==> config.mk <==
export PLATFORM = sky130hd
export DESIGN_NAME = ncl_ctrl
export DESIGN_NICKNAME = d
export VERILOG_FILES = /design/src/rtl/nearest_centroid_label_transfer_assert.svh /design/src/rtl/ncl_pkg.sv /design/src/rtl/ncl_ctrl.sv
export SDC_FILE = /design/constraint.sdc
export NUM_CORES = 1
export LEC_CHECK = 0
export BUFFER_PORTS_ARGS = -buffer_cell sky130_fd_sc_hd__buf_2
export CAP_MARGIN = 20
export CORE_AREA = 2 2 39 41
export DETAILED_ROUTE_END_ITERATION = 12
export DIE_AREA = 0 0 41 43
export PLACE_DENSITY = 0.46
export SLEW_MARGIN = 20
export SYNTH_ARGS = -nofsm -noshare
export SYNTH_HDL_FRONTEND = slang
export SYNTH_SLANG_ARGS = --single-unit
export TNS_END_PERCENT = 20
==> constraint.sdc <==
create_clock -name clk -period 2.04 [get_ports clk]
set_clock_uncertainty 0.1 [all_clocks]
set_input_delay 0.204 -clock clk [delete_from_list [all_inputs] [get_ports clk]]
set_output_delay 0.204 -clock clk [all_outputs]
set_load 0.005 [all_outputs]
==> src/rtl/nearest_centroid_label_transfer_assert.svh <==
// Assertion helpers; each expects clk and rst in scope.
`ifndef NEAREST_CENTROID_LABEL_TRANSFER_ASSERT_SVH
`define NEAREST_CENTROID_LABEL_TRANSFER_ASSERT_SVH

// Consequent must hold in the same cycle.
`define NCL_ASSERT_SAME(label, ante, cons, msg) \
  label: assert property (@(posedge clk) disable iff (rst) (ante) |-> (cons)) \
    else $error(msg);

// Consequent must hold in the next cycle.
`define NCL_ASSERT_NEXT(label, ante, cons, msg) \
  label: assert property (@(posedge clk) disable iff (rst) (ante) |=> (cons)) \
    else $error(msg);

`endif

==> src/rtl/ncl_pkg.sv <==
`timescale 1ns / 1ps
package ncl_pkg;

  localparam int MAX_REF_POINTS = 4096;
  localparam int COORD_BITS     = 24;
  localparam int ADDR_W         = $clog2(MAX_REF_POINTS);
  localparam int CNT_W          = $clog2(MAX_REF_POINTS + 1);
  localparam int LABEL_W        = 10;
  localparam int LMAX_W         = LABEL_W + 1;
  localparam int SQ_W           = 2 * COORD_BITS;
  localparam int DIST_W         = SQ_W + 2;
  localparam int PARTS_W        = 11;
  localparam int TOTAL_W        = 12;
  localparam int OP_W           = 2;
  localparam int CFG_IDX_W      = 3;
  localparam int CFG_DATA_W     = DIST_W;
  localparam int ENTRY_W        = 3 * COORD_BITS + LABEL_W;

  localparam logic [OP_W-1:0] OP_CLEAR  = 2'd0;
  localparam logic [OP_W-1:0] OP_LOAD   = 2'd1;
  localparam logic [OP_W-1:0] OP_QUERY  = 2'd2;
  localparam logic [OP_W-1:0] OP_REPORT = 2'd3;

  localparam logic [CFG_IDX_W-1:0] CFG_QUERY_3D   = 3'd0;
  localparam logic [CFG_IDX_W-1:0] CFG_REF_3D     = 3'd1;
  localparam logic [CFG_IDX_W-1:0] CFG_LIMIT_SQ   = 3'd2;
  localparam logic [CFG_IDX_W-1:0] CFG_FILE_PARTS = 3'd3;
  localparam logic [CFG_IDX_W-1:0] CFG_REQ_PARTS  = 3'd4;

  localparam logic KIND_QUERY  = 1'b0;
  localparam logic KIND_REPORT = 1'b1;

  typedef struct packed {
    logic capture;
    logic clear;
    logic load;
    logic scan_step;
    logic out_load;
    logic out_report;
  } ncl_cmd_t;

  typedef struct packed {
    logic scan_done;
    logic pipe_busy;
  } ncl_status_t;

endpackage

==> src/rtl/ncl_ctrl.sv <==
`timescale 1ns / 1ps
module ncl_ctrl (
  input  logic                       clk,
  input  logic                       rst,
  input  logic                       in_valid,
  output logic                       in_ready,
  input  logic [ncl_pkg::OP_W-1:0]   opcode,
  output logic                       out_valid,
  input  logic                       out_ready,
  input  ncl_pkg::ncl_status_t       status,
  output ncl_pkg::ncl_cmd_t          cmd
);
  import ncl_pkg::*;

  localparam logic [1:0] S_IDLE = 2'd0;
  localparam logic [1:0] S_SCAN = 2'd1;
  localparam logic [1:0] S_QRES = 2'd2;
  localparam logic [1:0] S_RRES = 2'd3;

  logic [1:0] state;
  logic [1:0] state_next;

  always_comb begin
    cmd        = '0;
    in_ready   = 1'b0;
    state_next = state;
    case (state)
      S_IDLE: begin
        in_ready = 1'b1;
        if (in_valid) begin
          case (opcode)
            OP_CLEAR: cmd.clear = 1'b1;
            OP_LOAD:  cmd.load  = 1'b1;
            OP_QUERY: begin
              cmd.capture = 1'b1;
              state_next  = S_SCAN;
            end
            OP_REPORT: state_next = S_RRES;
            default: ;
          endcase
        end
      end
      S_SCAN: begin
        if (!status.scan_done) begin
          cmd.scan_step = 1'b1;
        end else if (!status.pipe_busy) begin
          state_next = S_QRES;
        end
      end
      S_QRES, S_RRES: begin
        // hold the result until the output register frees up
        if (!out_valid || out_ready) begin
          cmd.out_load   = 1'b1;
          cmd.out_report = (state == S_RRES);
          state_next     = S_IDLE;
        end
      end
      default: state_next = S_IDLE;
    endcase
  end

  always_ff @(posedge clk) begin
    if (rst) begin
      state     <= S_IDLE;
      out_valid <= 1'b0;
    end else begin
      state <= state_next;
      if (cmd.out_load) begin
        out_valid <= 1'b1;
      end else if (out_ready) begin
        out_valid <= 1'b0;
      end
    end
  end

endmodule

==> summary.txt, run 1 <==
Worst setup path
  – Nature of the critical path endpoint: primary output
  – Worst r2r src: state[1]
  – Worst EP required: 1.74 ns
  – Critical Path Source Type: flip-flop
  – Setup CP Type: reg -> out
  – WP data arrival: between 1 and 1.5 ns
  – Worst Path Max Fanout: 7
  – Crit. Startpoint: state[1]

Power and ir drop
  – Final Power: 199.4 uW
  – Pleak: 0.0001430 uW
  – Cell Pwr Density: 675.4 nW/um^2
  – Combinational power share: 0.157
  – Clk pwr share: 0.520
  – Power share of the sequential group: 0.323
  – Peak supply drop: 0.1616 mV
  – Psw: 48.38 uW
  – Int Pwr: approximately 150 uW
  – Sw Ratio: 0.2426

Place
  – Port Buf Inserts: 15
  – Area post-placement: about 270 um^2
  – GP Congestion: roughly 0.63

Routing
  – # DRC: 0
  – DR iter-0 viols: 5
  – Via/cell ratio: a little under 4
  – Avg WL per Cell: about 9 um
  – Drt pass-1 iters: 2
  – Post-DRT Antenna Nets: 0
  – Vias: 226
  – Post-Route WL: 507 um

Logic synthesis
  – Number of synthesized flops with an enable pin: 0
  – Yosys top cell area share: 0.3453
  – Post-synthesis sequential area ratio: 0.3453
  – Seq cells post-synth: 3
  – Top FF cell, synth: dfxtp_1
  – Top cells by area, synth: dfxtp_1 35%, nor2_1 11%, a21oi_1 8.6%
  – Post-synthesis cell type count: 14
  – Yosys warnings: 0
  – Cell with the most instances after synthesis: nor2_1
  – Syn_area_per_cell: roughly 7.6 um^2
  – Synthesized Nets: 31
  – FFs w/ async S/R, synth: 0
  – Synth area leader: dfxtp_1
  – Cells after synthesis: 23
  – Most frequent cells after synthesis: 5 x nor2_1, 3 x a21oi_1, 3 x dfxtp_1
  – Cell area after synthesis: ~170 um^2

Clocking
  – Depth of the CTS H-tree: 1
  – CTS resizes: 0
  – Hold_buf cts: 0
  – Insertion delay to the later sink of the worst-skew pair: 0.23 ns
  – CTS root buffer: clkbuf_4
  – CTS tree: yes
  – Total clock sinks: 3
  – Inserted Clock Buffers: 3
  – Clock Path Buffers: 2
  – Post-CTS setup buffers: 0
  – Clock transition at path regs: 0.04 ns

Global route
  – Largest net degree at the start of global routing: 8
  – Total Routing Usage GR: 0.06520
  – Initial antenna violation count: 0
  – First-pass GRT wire length: between 600 and 700 um
  – GRT Residual Overflow: 0
  – Vias in the first global route: 211

Finish
  – Share of layout cells above drive strength 1: 0.4524
  – Finished layout cell area: 295.3 um^2
  – Area grow syn2layout: 69.78%
  – Nets: between 50 and 60
  – Inserted Diodes: 0
  – Filler cell count: roughly 160

Die
  – Die Footprint: ~1800 um^2
  – Row Count: 14
  – DIE WIDTH: 41 um
  – Initial Util: 0.1257
  – Io pins: 16
  – Core area: about 1400 um^2
  – Chip height: between 40 and 50 um

Timing
  – Slew margin rel.: 0.8405
  – Final Hold Violating Endpoints: 0
  – # setup viols final: 0
  – Final period util: 0.7512
  – Setup TNS: 0 ns
  – Actual slew at the worst max-slew pin: ~0.24 ns
  – FMAX: roughly 0.65 GHz
  – Final worst path period need: approximately 1.5 ns
  – RSZ-0062 raised after global routing: no
  – Slew Limit Fails: 0

Min path
  – Worst hold start: rst
  – Hold WC Path Type: in -> reg

Run
  – Max Cap Viol: 0

Run status
  – Outcome: complete, no violations
==> worst max-delay path, stage by stage, from the launching register on <==
cell     delay [ns]
dfxtp_1        0.34
nor2_1         0.21
nand2_1        0.11
nor3b_1        0.19
buf_2          0.14
==> cell families (layout without fill, tap and decap cells) <==
family,Yosys count,after routing,share of synthesized area
AND/OR/NAND/NOR,15,15,0.5036
buffers and inverters,1,20,0.02156
AO/OA/AOI/OAI,4,4,0.1295
flip-flops,3,3,0.3453
==> area by class of cell <==
| class | count | area, um^2 | area share |
|---|---|---|---|
| multi-input cells | 19 | 110.1 | 0.3729 |
| repair buffers | 15 | 75.07 | 0.2542 |
| flip-flops and latches | 3 | 60.06 | 0.2034 |
| clock buffers | 4 | 26.28 | 0.08898 |
| well taps | 16 | 20.02 | 0.06780 |
| inverters | 1 | 3.754 | 0.01271 |
==> worst paths after layout <==
check | end | slack, ns | cells after the start
setup / recovery | cmd[3] | 0.51 | 4
hold / removal | state[1] | 0.06 | 2
setup reg to reg | state[0] | 0.91 | 3
hold reg to reg | state[0] | 0.43 | 2
==> layout by cell type (no fill, tap or decap) <==
cell type | netlist | routed
nand4_1 | 1 | 1
or3b_1 | 1 | 1
clkbuf_4 | 0 | 3
nor3_1 | 1 | 1
and4bb_2 | 1 | 1
clkbuf_1 | 0 | 1
nor2_1 | 5 | 5
o211ai_1 | 1 | 1
buf_2 | 0 | 15
nand3_1 | 1 | 1
a21oi_1 | 3 | 3
inv_1 | 1 | 1
nand2_1 | 1 | 1
nor2b_1 | 1 | 1
nor3b_1 | 2 | 2
and2_1 | 1 | 1
dfxtp_1 | 3 | 3
==> sequential cells by signal (all words and copies together), names as in the netlist <==
name and count:
state 2, out_valid 1
==> metal layers <==
metal | wire [um] | track usage
met1 | 220 | 0.05128
met2 | 240 | 0.09375
met3 | 47 | 0.03665
met4 | 0 | 0.08000
met5 | 0 | 0
==> stage by stage <==
step | setup slack, ns | cells | util | hold slack, ns
4_1_cts | 0.4986 | 58 | 0.2134 | 0.05455
3_3_place_gp | 0.7597 | 54 | 0.1944 | 0.2985
5_1_grt | 0.3946 | 58 | 0.2134 | 0.06058
6_report | 0.5075 | 58 | 0.2134 | 0.06099
2_1_floorplan | 0.8695 | 23 | - | 0.1731
3_5_place_dp | 0.7593 | 54 | 0.1944 | 0.2958
==> power groups by stage <==
stage               registers (uW)  logic [uW]  clock network, uW
CTS                           64.6        31.6                107
global route                  65.1        35.0                109
global placement              65.5        31.1                  0
finish                        64.4        31.4                104
detailed placement            65.5        31.3                  0
floorplan                     65.0        13.7                  0
(Power assumes the default switching activity.)
==> run 2, diff against run 1 <==
--- a/config.mk
+++ b/config.mk
@@ -5,12 +5,13 @@
 export SDC_FILE = /design/constraint.sdc
 export NUM_CORES = 1
 export LEC_CHECK = 0
+export ABC_AREA = 1
 export BUFFER_PORTS_ARGS = -buffer_cell sky130_fd_sc_hd__buf_2
 export CAP_MARGIN = 20
 export CORE_AREA = 2 2 39 41
 export DETAILED_ROUTE_END_ITERATION = 12
 export DIE_AREA = 0 0 41 43
-export PLACE_DENSITY = 0.46
+export PLACE_DENSITY = 0.53
 export SLEW_MARGIN = 20
 export SYNTH_ARGS = -nofsm -noshare
 export SYNTH_HDL_FRONTEND = slang
==> constraint.sdc (replaced) <==
create_clock -name clk -period 1.4 [get_ports clk]
set_clock_uncertainty 0.1 [all_clocks]
set_input_delay 0.14 -clock clk [delete_from_list [all_inputs] [get_ports clk]]
set_output_delay 0.14 -clock clk [all_outputs]
set_load 0.005 [all_outputs]
==> summary.txt, run 2 <==
Run status
  – Outcome: complete, no violations (unchanged)

Die
  – Core area: 1384 um^2 (unchanged)
  – Io pins: 16 (unchanged)
  – Initial Util: 0.1745 (was 0.1257)
  – Chip height: 43 um (unchanged)
  – Die Footprint: 1763 um^2 (unchanged)
  – Row Count: 14 (unchanged)
  – DIE WIDTH: 41 um (unchanged)

Power and ir drop
  – Peak supply drop: 0.6805 mV (was 0.1616 mV)
  – Cell Pwr Density: 1905 nW/um^2 (was 675.4 nW/um^2)
  – Pleak: 0.0002411 uW (was 0.0001430 uW)

Finish
  – Max reg flops: 2 (unchanged)
  – Share of layout cells above drive strength 1: 0.4308 (was 0.4524)
  – Area grow syn2layout: 59.59% (was 69.78%)
  – Most frequent cells in the layout: 15 x buf_2, 10 x nand2_1, 8 x inv_1, 7 x nor2_1, 4 x nand2_2 (was 15 x buf_2, 5 x nor2_1, 3 x a21oi_1, 3 x clkbuf_4, 3 x dfxtp_1)
  – Most common cell after layout, fill and taps aside: buf_2 (unchanged)
  – Filler cell count: 162 (was 161)
  – Largest reg by FF count: state (unchanged)
  – Largest registers: state: 2 flops, out_valid: 1 flops (unchanged)
  – Finished layout cell area: 385.4 um^2 (was 295.3 um^2)
  – Nets: 74 (was 51)
  – Inserted Diodes: 0 (unchanged)

Timing
  – Final Hold Violating Endpoints: 0 (unchanged)
  – # setup viols final: 0 (unchanged)
  – FMAX: ~0.76 GHz
  – Slew margin rel.: 0.8674 (was 0.8405)
  – Slew Limit Fails: 0 (unchanged)
  – Final worst path period need: 1.310 ns
  – Setup TNS: 0 ns (unchanged)
  – Final period util: 0.9357
  – RSZ-0062 raised after global routing: no (unchanged)
  – Actual slew at the worst max-slew pin: 0.1971 ns (was 0.2387 ns)

Clocking
  – Inserted Clock Buffers: 3 (unchanged)
  – Clock transition at path regs: 0.04 ns (about the same)
  – Depth of the CTS H-tree: 1 (unchanged)
  – Insertion delay to the later sink of the worst-skew pair: 0.23 ns (about the same)
  – CTS root buffer: clkbuf_4 (unchanged)
  – Clock Path Buffers: 2 (unchanged)
  – Total clock sinks: 3 (unchanged)
  – CTS tree: yes (unchanged)

Logic synthesis
  – Post-Synth Adder-Cell Area: 0 (unchanged)
  – Top FF cell, synth: dfxtp_1 (unchanged)
  – Synthesized Nets: 52 (was 31)
  – Post-synthesis cell type count: 12 (was 14)
  – Synth area leader: dfxtp_1 (unchanged)
  – Synth Area in Compound Gates: 0.07772 (was 0.1295)
  – Cells after synthesis: 44 (was 23)
  – Post-synthesis simple-gate area fraction: 0.5026 (was 0.5036)
  – Most frequent cells after synthesis: 10 x nand2_1, 8 x inv_1, 7 x nor2_1 (was 5 x nor2_1, 3 x a21oi_1, 3 x dfxtp_1)
  – Post-Synth XOR/XNOR Area: 0 (unchanged)
  – Yosys warnings: 0 (unchanged)
  – Yosys top cell area share: 0.2487 (was 0.3453)
  – Cell with the most instances after synthesis: nand2_1 (was nor2_1)
  – Post-synthesis sequential area ratio: 0.2487 (was 0.3453)
  – Top cells by area, synth: dfxtp_1 25%, nand2_1 16%, inv_1 12% (was dfxtp_1 35%, nor2_1 11%, a21oi_1 8.6%)
  – Cell area after synthesis: 241.5 um^2 (was 173.9 um^2)
  – Mux cell area share after synthesis: 0 (unchanged)
  – Seq cells post-synth: 3 (unchanged)
  – Number of synthesized flops with an enable pin: 0 (unchanged)
  – Syn_area_per_cell: 5.488 um^2 (was 7.562 um^2)
  – FFs w/ async S/R, synth: 0 (unchanged)
  – Largest family of logic cells by synthesized area: simple AND/OR/NAND/NOR gates (unchanged)

Run
  – Max Cap Viol: 0 (unchanged)

Worst setup path
  – Setup slack, reg-to-reg: 0.18 ns (was 0.91 ns)
  – Worst EP required: 1.16 ns (was 1.74 ns)
  – Setup CP Type: reg -> out (unchanged)
  – Worst r2r src: state[1] (unchanged)
  – Critical Path Source Type: flip-flop (unchanged)
  – Nature of the critical path endpoint: primary output (unchanged)
  – WP data arrival: 1.07 ns (was 1.23 ns)
  – End of the worst register-to-register path: state[1] (was state[0])
  – Crit. Startpoint: state[1] (unchanged)
  – Worst Path Max Fanout: 4 (was 7)
  – R2R depth: 8 (was 3)

Routing
  – Routed met2 length: 300 um (was 240 um)
  – Avg WL per Cell: 7.543 um (was 8.741 um)
  – Post-Route M1 WL: 281 um (was 220 um)
  – Post-Route WL: 611 um (was 507 um)
  – # DRC: 0 (unchanged)
  – DR iter-0 viols: 4 (was 5)
  – Drt pass-1 iters: 3 (was 2)
  – Post-DRT Antenna Nets: 0 (unchanged)
  – Via/cell ratio: 3.815 (was 3.897)
  – Max layer used: met3 (unchanged)
  – Vias: 309 (was 226)
  – Met3 wire length: 30 um (was 47 um)

Place
  – GP Congestion: 0.7843 (was 0.6332)
  – HPWL after DPL: roughly 510 um
  – Port Buf Inserts: 15 (unchanged)
  – Area post-placement: 336.6 um^2 (was 269.0 um^2)

Min path
  – Hold WC Path Type: in -> reg (unchanged)
  – Worst hold endpoint: out_valid (was state[1])
  – Hold path depth: 4 (was 2)
  – Worst hold start: out_ready (was rst)

Global route
  – Largest net degree at the start of global routing: 6 (was 8)
  – GRT Residual Overflow: 0 (unchanged)
  – Total Routing Usage GR: 0.07523 (was 0.06520)
  – Vias in the first global route: 241 (was 211)
  – Initial antenna violation count: 0 (unchanged)
  – First-pass GRT wire length: 876 um (was 690 um)
-- run 2: routing by layer --
metal | global-route usage | up-vias
met5 | 0 | -
met4 | 0.06000 | 0
met3 | 0.01571 | 0
met2 | 0.1031 | 8
met1 | 0.09615 | 128
li1 | - | 173
-- run 2: repair_timing --
item / in CTS / in global routing
resized for setup: 1 / 0
endpoints found under the hold margin: 1 / 0
hold buffers: 1 / 0
pin swaps: 0 / 1
endpoints found under the setup margin: 1 / 1
buffers inserted: 0 / 1
-- run 2: cell families (layout without fill, tap and decap cells) --
logic type / after synthesis / after routing
and+or+nand+nor: 27 / 27
buffers and inverters: 11 / 32
DFF: 3 / 3
AOI/OAI and AO/OA: 3 / 3
-- run 2: critical path, stage by stage, from the launching register on --
cell	delay, ns
dfxtp_1	0.35
nor2_4	0.14
inv_1	0.06
nor4_1	0.14
buf_2	0.15
-- run 2: through the flow --
stage	setup slack, ns	hold WS [ns]	utilization	total power, uW	instances
2_1_floorplan	0.3462	0.1091	-	419.0	44
5_1_grt	0.01038	0.1181	0.2785	814.5	81
4_1_cts	0.02552	0.09910	0.2731	724.3	80
3_3_place_gp	0.2830	0.2157	0.2432	534.8	75
6_report	0.08998	0.1016	0.2785	734.2	81
3_5_place_dp	0.2431	0.2176	0.2432	545.6	75
-- run 2: layout make-up --
type / instances / area [um^2] / area share
Multi-Input combinational cell: 30 / 145.1 / 0.3766
Timing Repair Buffer: 17 / 92.59 / 0.2403
Sequential cell: 3 / 60.06 / 0.1558
Inverter: 11 / 41.29 / 0.1071
Clock buffer: 4 / 26.28 / 0.06818
Tap cell: 16 / 20.02 / 0.05195
-- run 2: worst max-delay path by stage --
| stage | end |
|---|---|
| detailed placement | cmd[4] |
| floorplan | state[0] |
| global route | cmd[4] |
| finish | cmd[4] |
| global placement | cmd[4] |
| CTS | cmd[4] |
-- run 2: where the power goes --
group	internal, uW	switching, uW	leakage (uW)
clock	107	43.9	0.0000150
combinational	183	233	0.000201
sequential	122	45.9	0.0000248
total	411	323	0.000241
